## src/rtl/rlht_pkg.sv

```systemverilog
package rlht_pkg;

	localparam int POS_W   = 32;
	localparam int DT_W    = 16;
	localparam int RATE_W  = 18;
	localparam int HEAD_W  = 25;
	localparam int IDX_W   = 5;
	localparam int ATAN_W  = 27;
	localparam int XY_W    = 36;
	localparam int Z_W     = 29;
	localparam int DIFF_W  = 27;
	localparam int LIM_SH  = 8;
	localparam int LIM_W   = RATE_W + DT_W - LIM_SH;

	localparam logic [RATE_W-1:0] RATE_RESET = 18'd51200;
	localparam logic [HEAD_W-1:0] DEG360_Q16 = 25'd23592960;
	localparam logic [HEAD_W-1:0] DEG180_Q16 = 25'd11796480;
	localparam logic [Z_W-1:0]    DEG90_Q20  = 29'd94371840;

	typedef struct packed {
		logic signed [POS_W-1:0] own_x;
		logic signed [POS_W-1:0] own_z;
		logic signed [POS_W-1:0] aim_x;
		logic signed [POS_W-1:0] aim_z;
		logic [DT_W-1:0]         time_step;
	} rlht_in_t;

	typedef struct packed {
		logic [HEAD_W-1:0] heading_out;
		logic              held;
		logic              snapped;
	} rlht_out_t;

	// controller to datapath
	typedef struct packed {
		logic             load;
		logic             prep;
		logic             iter;
		logic             fin1;
		logic             fin2;
		logic             emit;
		logic [IDX_W-1:0] idx;
	} rlht_cmd_t;

	// datapath to controller
	typedef struct packed {
		logic near;
	} rlht_sts_t;

	// atan(2^-i) in degrees, q20, rounded to nearest
	function automatic logic [ATAN_W-1:0] atan_q20(input logic [IDX_W-1:0] i);
		logic [ATAN_W-1:0] a;
		unique case (i)
			5'd0:    a = 27'd47185920;
			5'd1:    a = 27'd27855475;
			5'd2:    a = 27'd14718068;
			5'd3:    a = 27'd7471121;
			5'd4:    a = 27'd3750058;
			5'd5:    a = 27'd1876857;
			5'd6:    a = 27'd938658;
			5'd7:    a = 27'd469357;
			5'd8:    a = 27'd234682;
			5'd9:    a = 27'd117342;
			5'd10:   a = 27'd58671;
			5'd11:   a = 27'd29335;
			5'd12:   a = 27'd14668;
			5'd13:   a = 27'd7334;
			5'd14:   a = 27'd3667;
			5'd15:   a = 27'd1833;
			5'd16:   a = 27'd917;
			5'd17:   a = 27'd458;
			5'd18:   a = 27'd229;
			5'd19:   a = 27'd115;
			5'd20:   a = 27'd57;
			5'd21:   a = 27'd29;
			5'd22:   a = 27'd14;
			5'd23:   a = 27'd7;
			default: a = '0;
		endcase
		return a;
	endfunction

endpackage

```

## src/rtl/rlht_stream_if.sv

```systemverilog
interface rlht_stream_if #(
	parameter type payload_t = logic
) ();
	logic     valid;
	logic     ready;
	payload_t data;

	modport source (output valid, output data, input ready);
	modport sink (input valid, input data, output ready);
endinterface

```

## src/rtl/rate_limited_heading_tracker.sv

```systemverilog
// Rate-limited heading tracker. Each transaction on item carries an own and a
// target position (Q16.16) and a time step (Q0.16 s); the block keeps a heading
// in Q9.16 degrees (0 to below 360), turns it toward the bearing of the target
// by at most turn_rate * time_step and returns one result transaction per item.
// Items are worked one at a time: after the accept the block pre-rotates, runs
// CORDIC_STEPS iterations on the shared CORDIC rotator, which does one rotation
// per cycle, then wraps the bearing, forms the difference and emits; in the dead
// zone it skips straight to the emit. item.ready is high only while the block is
// idle. The finished result sits in an output register, so the next item is
// taken while the previous result still waits; if that register is still full
// when a new result is done, the block holds it until result.ready.
// turn_rate resets to 200 deg/s and is written through cfg_wr_en/cfg_wr_data.
module rate_limited_heading_tracker #(
	parameter int CORDIC_STEPS = 18,
	parameter int DEAD_ZONE    = 66
) (
	input  logic                        clk,
	input  logic                        arst_n,
	rlht_stream_if.sink                 item,
	rlht_stream_if.source               result,
	input  logic                        cfg_wr_en,
	input  logic [rlht_pkg::RATE_W-1:0] cfg_wr_data
);
	import rlht_pkg::*;

	// command and status between the sequencer and the datapath
	rlht_cmd_t cmd;
	rlht_sts_t sts;
	logic      item_ready;
	logic      result_valid;
	rlht_out_t result_data;

	// sequencer: accept, pre-rotate, iterate, wrap, emit
	rlht_ctrl #(
		.CORDIC_STEPS(CORDIC_STEPS)
	) u_ctrl (
		.clk         (clk),
		.arst_n      (arst_n),
		.item_valid  (item.valid),
		.item_ready  (item_ready),
		.result_valid(result_valid),
		.result_ready(result.ready),
		.cmd         (cmd),
		.sts         (sts)
	);

	// datapath: offsets, cordic, heading register, output register
	rlht_dp #(
		.DEAD_ZONE(DEAD_ZONE)
	) u_dp (
		.clk        (clk),
		.arst_n     (arst_n),
		.cmd        (cmd),
		.sts        (sts),
		.item_data  (item.data),
		.cfg_wr_en  (cfg_wr_en),
		.cfg_wr_data(cfg_wr_data),
		.result_data(result_data)
	);

	assign item.ready   = item_ready;
	assign result.valid = result_valid;
	assign result.data  = result_data;

endmodule

```

## src/rtl/rlht_ctrl.sv

```systemverilog
module rlht_ctrl #(
	parameter int CORDIC_STEPS = 18
) (
	input  logic                clk,
	input  logic                arst_n,
	input  logic                item_valid,
	output logic                item_ready,
	output logic                result_valid,
	input  logic                result_ready,
	output rlht_pkg::rlht_cmd_t cmd,
	input  rlht_pkg::rlht_sts_t sts
);
	import rlht_pkg::*;

	localparam int CNT_W = (CORDIC_STEPS > 1) ? $clog2(CORDIC_STEPS) : 1;
	localparam logic [CNT_W-1:0] CNT_LAST = CNT_W'(CORDIC_STEPS - 1);

	localparam logic [2:0] S_IDLE = 3'd0;
	localparam logic [2:0] S_PREP = 3'd1;
	localparam logic [2:0] S_ITER = 3'd2;
	localparam logic [2:0] S_FIN1 = 3'd3;
	localparam logic [2:0] S_FIN2 = 3'd4;
	localparam logic [2:0] S_FIN3 = 3'd5;

	logic [2:0]       state_q, state_d;
	logic [CNT_W-1:0] cnt_q;
	logic             out_valid_q;
	logic             emit;

	assign item_ready   = (state_q == S_IDLE);
	assign result_valid = out_valid_q;
	assign emit         = (state_q == S_FIN3) && (!out_valid_q || result_ready);

	always_comb begin
		cmd      = '0;
		cmd.idx  = IDX_W'(cnt_q);
		cmd.emit = emit;
		state_d  = state_q;
		unique case (state_q)
			S_IDLE: begin
				cmd.load = item_valid;
				if (item_valid) state_d = S_PREP;
			end
			S_PREP: begin
				cmd.prep = 1'b1;
				state_d  = sts.near ? S_FIN3 : S_ITER;
			end
			S_ITER: begin
				cmd.iter = 1'b1;
				if (cnt_q == CNT_LAST) state_d = S_FIN1;
			end
			S_FIN1: begin
				cmd.fin1 = 1'b1;
				state_d  = S_FIN2;
			end
			S_FIN2: begin
				cmd.fin2 = 1'b1;
				state_d  = S_FIN3;
			end
			S_FIN3: begin
				if (emit) state_d = S_IDLE;
			end
			default: state_d = S_IDLE;
		endcase
	end

	always_ff @(posedge clk or negedge arst_n) begin
		if (!arst_n) begin
			state_q     <= S_IDLE;
			cnt_q       <= '0;
			out_valid_q <= 1'b0;
		end else begin
			state_q <= state_d;
			if (state_q == S_PREP) cnt_q <= '0;
			else if (state_q == S_ITER) cnt_q <= cnt_q + 1'b1;
			if (emit) out_valid_q <= 1'b1;
			else if (result_ready) out_valid_q <= 1'b0;
		end
	end

endmodule

```

## src/rtl/rlht_dp.sv

```systemverilog
module rlht_dp #(
	parameter int DEAD_ZONE = 66
) (
	input  logic                                clk,
	input  logic                                arst_n,
	input  rlht_pkg::rlht_cmd_t                 cmd,
	output rlht_pkg::rlht_sts_t                 sts,
	input  rlht_pkg::rlht_in_t                  item_data,
	input  logic                                cfg_wr_en,
	input  logic [rlht_pkg::RATE_W-1:0]         cfg_wr_data,
	output rlht_pkg::rlht_out_t                 result_data
);
	import rlht_pkg::*;

	localparam logic [POS_W+1:0] DZ_LIM = (POS_W+2)'(DEAD_ZONE);

	logic signed [POS_W:0]    dx_q, dz_q;
	logic [DT_W-1:0]          dt_q;
	logic [RATE_W-1:0]        rate_q;
	logic [HEAD_W-1:0]        heading_q;
	logic                     near_q;
	logic signed [XY_W-1:0]   x_q, y_q;
	logic signed [Z_W-1:0]    z_q;
	logic [HEAD_W-1:0]        bearing_q;
	logic [LIM_W-1:0]         limit_q;
	logic signed [DIFF_W-1:0] diff_q;
	rlht_out_t                res_q;

	// dead zone test
	logic signed [POS_W+1:0] dx_e, dz_e;
	logic [POS_W+1:0]        adx, adz;

	always_comb begin
		dx_e     = {dx_q[POS_W], dx_q};
		dz_e     = {dz_q[POS_W], dz_q};
		adx      = (dx_e < 0) ? $unsigned(-dx_e) : $unsigned(dx_e);
		adz      = (dz_e < 0) ? $unsigned(-dz_e) : $unsigned(dz_e);
		sts.near = (adx < DZ_LIM) && (adz < DZ_LIM);
	end

	// pre-rotation into the right half plane
	logic signed [XY_W-1:0] dx_w, dz_w, x_p, y_p;
	logic signed [Z_W-1:0]  z_p;

	always_comb begin
		dx_w = XY_W'(dx_q);
		dz_w = XY_W'(dz_q);
		x_p  = dz_w;
		y_p  = dx_w;
		z_p  = '0;
		if (dz_q < 0) begin
			if (dx_q >= 0) begin
				x_p = dx_w;
				y_p = -dz_w;
				z_p = $signed(DEG90_Q20);
			end else begin
				x_p = -dx_w;
				y_p = dz_w;
				z_p = -$signed(DEG90_Q20);
			end
		end
	end

	// one cordic rotation
	logic signed [XY_W-1:0] xs, ys, x_n, y_n;
	logic signed [Z_W-1:0]  ang, z_n;

	always_comb begin
		xs  = x_q >>> cmd.idx;
		ys  = y_q >>> cmd.idx;
		ang = $signed({{(Z_W-ATAN_W){1'b0}}, atan_q20(cmd.idx)});
		if (y_q > 0) begin
			x_n = x_q + ys;
			y_n = y_q - xs;
			z_n = z_q + ang;
		end else begin
			x_n = x_q - ys;
			y_n = y_q + xs;
			z_n = z_q - ang;
		end
	end

	// angle rounding, wrap to 0..360, step limit
	logic signed [Z_W-1:0]    zr;
	logic signed [Z_W-4:0]    bw, bn;
	logic signed [Z_W-4:0]    d360_b;
	logic [RATE_W+DT_W-1:0]   prod;

	always_comb begin
		zr     = z_q + Z_W'(8);
		bw     = {zr[Z_W-1], zr[Z_W-1:4]};
		d360_b = $signed((Z_W-3)'(DEG360_Q16));
		priority if (bw < 0) bn = bw + d360_b;
		else if (bw >= d360_b) bn = bw - d360_b;
		else bn = bw;
		prod = rate_q * dt_q;
	end

	// shortest signed difference
	logic signed [DIFF_W-1:0] d_raw, d_wrap, d180, d360;

	always_comb begin
		d180  = $signed({2'b00, DEG180_Q16});
		d360  = $signed({2'b00, DEG360_Q16});
		d_raw = $signed({2'b00, bearing_q}) - $signed({2'b00, heading_q});
		priority if (d_raw > d180) d_wrap = d_raw - d360;
		else if (d_raw < -d180) d_wrap = d_raw + d360;
		else d_wrap = d_raw;
	end

	// snap or step
	logic [DIFF_W-1:0]        absd;
	logic                     snap;
	logic signed [DIFF_W:0]   h_raw, h_lim, h360;
	logic [HEAD_W-1:0]        h_new;

	always_comb begin
		absd  = (diff_q < 0) ? $unsigned(-diff_q) : $unsigned(diff_q);
		snap  = absd <= {1'b0, limit_q};
		h_lim = $signed({2'b00, limit_q});
		h360  = $signed({3'b000, DEG360_Q16});
		if (diff_q > 0) h_raw = $signed({3'b000, heading_q}) + h_lim;
		else h_raw = $signed({3'b000, heading_q}) - h_lim;
		priority if (h_raw < 0) h_new = HEAD_W'(h_raw + h360);
		else if (h_raw >= h360) h_new = HEAD_W'(h_raw - h360);
		else h_new = HEAD_W'(h_raw);
	end

	always_ff @(posedge clk or negedge arst_n) begin
		if (!arst_n) begin
			rate_q    <= RATE_RESET;
			heading_q <= '0;
		end else begin
			if (cfg_wr_en) rate_q <= cfg_wr_data;
			if (cmd.emit && !near_q) heading_q <= snap ? bearing_q : h_new;
		end
	end

	always_ff @(posedge clk) begin
		if (cmd.load) begin
			dx_q <= $signed({item_data.aim_x[POS_W-1], item_data.aim_x})
				- $signed({item_data.own_x[POS_W-1], item_data.own_x});
			dz_q <= $signed({item_data.aim_z[POS_W-1], item_data.aim_z})
				- $signed({item_data.own_z[POS_W-1], item_data.own_z});
			dt_q <= item_data.time_step;
		end
		if (cmd.prep) begin
			near_q <= sts.near;
			x_q    <= x_p;
			y_q    <= y_p;
			z_q    <= z_p;
		end
		if (cmd.iter) begin
			x_q <= x_n;
			y_q <= y_n;
			z_q <= z_n;
		end
		if (cmd.fin1) begin
			bearing_q <= HEAD_W'(bn);
			limit_q   <= prod[RATE_W+DT_W-1:LIM_SH];
		end
		if (cmd.fin2) diff_q <= d_wrap;
		if (cmd.emit) begin
			if (near_q) begin
				res_q.heading_out <= heading_q;
				res_q.held        <= 1'b1;
				res_q.snapped     <= 1'b0;
			end else begin
				res_q.heading_out <= snap ? bearing_q : h_new;
				res_q.held        <= 1'b0;
				res_q.snapped     <= snap;
			end
		end
	end

	assign result_data = res_q;

endmodule

```

## src/flat_wrapper.sv

```systemverilog
// flat-port wrapper written by rule: the top's interface ports become plain ports
module rate_limited_heading_tracker_flat import rlht_pkg::*;
#(
	parameter int CORDIC_STEPS = 18,
	parameter int DEAD_ZONE    = 66
)
  (clk, arst_n, cfg_wr_en, cfg_wr_data, item_valid, item_data, item_ready, result_valid, result_data, result_ready);
  rlht_stream_if item_i ();
  rlht_stream_if result_i ();
  input  logic clk;
  input  logic arst_n;
  input  logic cfg_wr_en;
  input  logic [rlht_pkg::RATE_W-1:0] cfg_wr_data;
  input wire logic [$bits(item_i.valid)-1:0] item_valid;
  input wire logic [$bits(item_i.data)-1:0] item_data;
  output wire logic [$bits(item_i.ready)-1:0] item_ready;
  output wire logic [$bits(result_i.valid)-1:0] result_valid;
  output wire logic [$bits(result_i.data)-1:0] result_data;
  input wire logic [$bits(result_i.ready)-1:0] result_ready;
  assign item_i.valid = item_valid;
  assign item_i.data = item_data;
  assign item_ready = item_i.ready;
  assign result_valid = result_i.valid;
  assign result_data = result_i.data;
  assign result_i.ready = result_ready;
  rate_limited_heading_tracker #(.CORDIC_STEPS(CORDIC_STEPS), .DEAD_ZONE(DEAD_ZONE)) u_core (.clk(clk), .arst_n(arst_n), .item(item_i), .result(result_i), .cfg_wr_en(cfg_wr_en), .cfg_wr_data(cfg_wr_data));
endmodule
```

## config.mk

```make
export PLATFORM = sky130hd
export DESIGN_NAME = rate_limited_heading_tracker_flat
export DESIGN_NICKNAME = d
export VERILOG_FILES = /design/src/rtl/rlht_pkg.sv /design/src/rtl/rlht_stream_if.sv /design/src/rtl/rate_limited_heading_tracker.sv /design/src/rtl/rlht_ctrl.sv /design/src/rtl/rlht_dp.sv /design/src/flat_wrapper.sv
export SDC_FILE = /design/constraint.sdc
export NUM_CORES = 1
export LEC_CHECK = 0
export BUFFER_PORTS_ARGS = -buffer_cell sky130_fd_sc_hd__buf_4
export CAP_MARGIN = 25
export CELL_PAD_IN_SITES_DETAIL_PLACEMENT = 1
export CELL_PAD_IN_SITES_GLOBAL_PLACEMENT = 1
export CORE_MARGIN = 10
export CORE_UTILIZATION = 25
export DETAILED_ROUTE_END_ITERATION = 16
export GPL_TIMING_DRIVEN = 0
export PLACE_DENSITY = 0.65
export SYNTH_ARGS = -nofsm -noshare
export SYNTH_HDL_FRONTEND = slang
export SYNTH_SLANG_ARGS = --single-unit
```

## constraint.sdc

```tcl
create_clock -name clk -period 3.9 [get_ports clk]
set_clock_uncertainty 0.15 [all_clocks]
set_input_delay 0.585 -clock clk [delete_from_list [all_inputs] [get_ports clk]]
set_output_delay 0.585 -clock clk [all_outputs]
set_load 0.03 [all_outputs]
```

After elaboration in Yosys (flattened, before gate mapping)
Index checks and enable logic that the tools add are counted.
{"block": "word_totals", "ff_bits": 9, "in_bits": 24, "output_inout_bits": 3, "word_cells": 29}
{"block": "op_classes", "n_addsub": 1, "n_eq_ne": 9, "n_mux": 8, "reduce_logical": 8}
{"op": "$pmux 3 s5", "count": 1}
{"op": "$mux 5", "count": 2}
{"op": "$mux 3", "count": 3}
{"op": "$eq 3x2->1 const B", "count": 2}
{"op": "$eq 3x3->1 const B", "count": 2}
{"op": "$ne 2x2->1 const B", "count": 3}
{"op": "$add 5x1->5 const B", "count": 1}
{"op": "$eq 5x5->1 const B", "count": 1}
{"op": "$reduce_bool 2->1", "count": 2}
{"op": "$eq 3x1->1 const B", "count": 1}
{"op": "$logic_not 3->1", "count": 1}
{"op": "$reduce_and 3->1", "count": 1}
{"op": "$mux 1", "count": 2}
{"op": "$reduce_or 2->1", "count": 1}
{"op": "$logic_and 1x1->1", "count": 1}
{"op": "$logic_not 1->1", "count": 1}
{"op": "$logic_or 1x1->1", "count": 1}

Longest topological paths before layout
{"block": "logic_depth", "depth_word": 5, "mapped_depth": 5}

Cells and area by module
A second synthesis with hierarchy kept.
{"block": "hier_totals", "cells_unflattened": 5146, "area_unflattened_um2": 44506.4}
{"module": "rlht_dp", "instances": 1, "cells_per_inst": 5093, "area_each_um2": 43985.9, "seq_area_each_um2": 9758.1}
{"module": "rlht_ctrl", "instances": 1, "cells_per_inst": 52, "area_each_um2": 516.7, "seq_area_each_um2": 225.2}
{"module": "rate_limited_heading_tracker", "instances": 1, "cells_per_inst": 1, "area_each_um2": 3.8, "seq_area_each_um2": 0.0}

Worst setup path before layout
Ideal clock, no wire load.
{"block": "synth_timing", "path_kind": "reg2out", "from": "register u_core.u_ctrl.state_q[1]", "to": "output port item_ready", "arrival_time_ns": 1.119, "slack_ns": 2.046, "path_stages_with_launch": 2, "path_cell_list": "dfrtp_1 nor3_1"}
{"block": "synth_between", "elab_chain_cells": 1}
{"element": "start: declaration", "line": "rlht_ctrl.sv:25", "text": "logic [2:0] state_q, state_d;"}
{"element": "start signal: assignment", "line": "rlht_ctrl.sv:73", "text": "state_q <= state_d;"}
{"element": "$logic_not 3->1", "line": "rlht_ctrl.sv:30", "text": "assign item_ready = (state_q == S_IDLE);"}
{"element": "end: declaration", "line": "flat_wrapper.sv:16", "text": "output wire logic [$bits(item_i.ready)-1:0] item_ready;"}
Every way passes these cells.

Worst setup path in the final report
Ends and elaborated chain as after synthesis.

==> impl_metrics.csv <==
group,metric,value,unit
placed_design,portBuffers,5,
min_path,holdCritPathClass,"reg2reg",
floorplanning,dieWidth,63.38,microns
cells_and_area,num_antenna_cells,0,
logic_synthesis,synth_seq_cells,9,
floorplanning,rows,15,
sta,fin_tns_setup,0,ns
min_path,hold_path_end,"u_core.u_ctrl.cnt_q[4]",
cells_and_area,nNetsFinal,81,
global_route,gr-usage-met1,0.06381,
logic_synthesis,yosysSeqAreaShare,0.4787,
setup_path,r2r_setup_slack,2.15,ns
route,drt_wl_total,1038,microns
route,viasPerCell,4.582,
sta,min_period,1.846,ns
global_route,busiest_layer,"met2",
global_route,antenna_found_initial,0,
floorplanning,start_util,0.2667,
setup_path,start_kind,"flip-flop",
global_route,grt_use_total,0.05780,
sta,max_freq,541.7,MHz
logic_synthesis,syn_avg_cell_area,10.69,sq um
setup_path,cp_max_fo,7,
setup_path,rr_worst_depth,5,
global_route,grt_pass1_vias,378,
clock_tree,cts_made_buffers,3,
power_and_ir_drop,power_density,511.9,nW/um^2
min_path,hp-start,"u_core.u_ctrl.cnt_q[4]",
sta,rsz0062_at_grt,"false",
setup_path,worstPathRequired,3.16,ns
setup_path,reg2reg_to,"u_core.u_ctrl.state_q[0]",
setup_path,end_kind,"output port",
setup_path,cp_data_arrival_time,1.11,ns
logic_synthesis,synth_warnings,0,
clock_tree,cts_tree,"yes",
power_and_ir_drop,vdd_drop_max,0.1638,mV
min_path,hold-path-cell-count,1,
placed_design,dp_cells,74,
route,vias,362,
floorplanning,die_y,63.38,microns
logic_synthesis,netlist_area,470.5,sq um
logic_synthesis,postSynthNetCount,70,
clock_tree,root_buffer,"clkbuf_4",
sta,hold_viol_final,0,
clock_tree,insertion_delay,0.27,ns
floorplanning,ios,27,
cells_and_area,syn2layout_area_growth,22.34,%
floorplanning,die_area,4017,sq um
route,drc,0,
sta,setup_violations,0,
sta,report.final.slew_viol_count,0,
run_status,status,"complete, no violations",
floorplanning,core,1764,sq um
logic_synthesis,synth_cells,44,
global_route,grt_pass1_wl,1780,microns
cells_and_area,final_cell_mix,"dfrtp_1 (9), buf_4 (6), inv_1 (5)",
placed_design,routabilityCongestion,0.7541,
sta,fin_crit_sh,0.4734,
clock_tree,htree_levels,1,
run,drv_cap,0,
logic_synthesis,synth_cell_types,22,
cells_and_area,final_util,0.3262,
global_route,met3_usage,0.01767,
route,wl_per_cell,13.14,microns
power_and_ir_drop,power_leakage,0.2748,nW
route,drt_pass1_iterations,2,
global_route,grt_overflow,0,
clock_tree,clk_path_buf_depth,2,
global_route,grt_max_degree,10,
clock_tree,cts_setup_buffers,0,
route,ant_nets,0,
clock_tree,cts.sinks,9,
global_route,grt.met2_usage,0.08417,
cells_and_area,final_common_cell,"dfrtp_1",
setup_path,critPathKind,"reg2out",
clock_tree,path_clk_slew,0.06,ns
cells_and_area,final_cells,79,
cells_and_area,drive_gt1_frac,0.2222,
setup_path,worstReg2RegStart,"u_core.u_ctrl.cnt_q[1]",
route,drt_iter0_markers,3,
==> logic make-up after synthesis <==
| group | synth area share |
|---|---|
| AND/OR/NAND/NOR | 0.1543 |
| AO/OA/AOI/OAI | 0.09842 |
| adder cells (fa/ha/maj) | 0.05318 |
| flip-flops | 0.4787 |
| other | 0.007971 |
| multiplexers | 0.1090 |
| buffers and inverters | 0.09842 |
==> what timing repair did <==
item,in CTS,in global routing
hold endpoints to repair,9,0
resized for setup,0,0
hold buffers,1,0
==> worst max-delay path by stage <==
stage	slack [ns]	endpoint	from
finish	2.05	item_ready	u_core.u_ctrl.state_q[1]
global route	1.98	item_ready	u_core.u_ctrl.state_q[1]
CTS	2.03	item_ready	u_core.u_ctrl.state_q[1]
detailed placement	2.15	u_core.u_ctrl.state_q[0]	u_core.u_ctrl.cnt_q[1]
global placement	2.18	u_core.u_ctrl.state_q[0]	u_core.u_ctrl.cnt_q[1]
floorplan	2.05	item_ready	u_core.u_ctrl.state_q[1]
==> registers in the layout (all words and copies together) (netlist names) <==
signal / flops
u_core.u_ctrl.state_q: 3
u_core.u_ctrl.cnt_q: 5
u_core.u_ctrl.result_valid: 1
==> layer usage <==
| layer | part of all wire | vias to the layer above |
|---|---|---|
| met4 | 0.046 | 0 |
| met5 | 0 | - |
| met1 | 0.49 | 172 |
| li1 | - | 176 |
| met3 | 0.032 | 5 |
| met2 | 0.43 | 9 |
==> Yosys cell counts <==
cell / count / area share
nand2b_1: 1 / 0.013
nand3_1: 2 / 0.021
conb_1: 1 / 0.0080
mux2i_1: 4 / 0.085
nor4bb_1: 1 / 0.021
nor3_1: 1 / 0.011
dfrtp_1: 9 / 0.48
or3b_1: 2 / 0.037
o31ai_1: 1 / 0.016
a31oi_1: 1 / 0.013
buf_4: 1 / 0.016
mux2_2: 1 / 0.024
a21oi_1: 1 / 0.011
a311oi_1: 1 / 0.019
nand4_1: 2 / 0.027
clkinv_4: 1 / 0.019
ha_1: 2 / 0.053
inv_1: 5 / 0.040
o21ai_1: 2 / 0.021
buf_6: 1 / 0.024
nand2_1: 3 / 0.024
a2111oi_0: 1 / 0.019
==> critical path, stage by stage (launching register included) <==
cell     delay (ns)
dfrtp_1        0.45
nor3_1         0.21
buf_4          0.19
==> power by group <==
part / leakage (nW) / switching [mW] / internal [mW] / total (mW)
clock network: 0.0150 / 0.0367 / 0.0396 / 0.0763
logic: 0.143 / 0.0518 / 0.0378 / 0.0897
registers: 0.117 / 0.0196 / 0.109 / 0.129
==> per-stage QoR <==
step / cell area (sq um) / hold WS, ns / setup WS, ns / power [mW]
2_1_floorplan: 470.5 / 0.1394 / 2.046 / 0.1871
3_3_place_gp: 539.3 / 0.2662 / 2.185 / 0.2179
3_5_place_dp: 539.3 / 0.2672 / 2.147 / 0.2205
4_1_cts: 575.6 / 0.3285 / 2.034 / 0.2972
5_1_grt: 575.6 / 0.3554 / 1.975 / 0.3180
6_report: 575.6 / 0.3245 / 2.054 / 0.2946
==> layout make-up <==
type | instances | area [sq um]
repair buffers | 6 | 47.55
fillers | 215 | 1189
flip-flops and latches | 9 | 225.2
plain buffers | 2 | 18.77
multi-input cells | 27 | 198.9
clock buffers | 4 | 26.28
well taps | 25 | 31.28
inverters | 6 | 27.53
(Power assumes the default switching activity.)
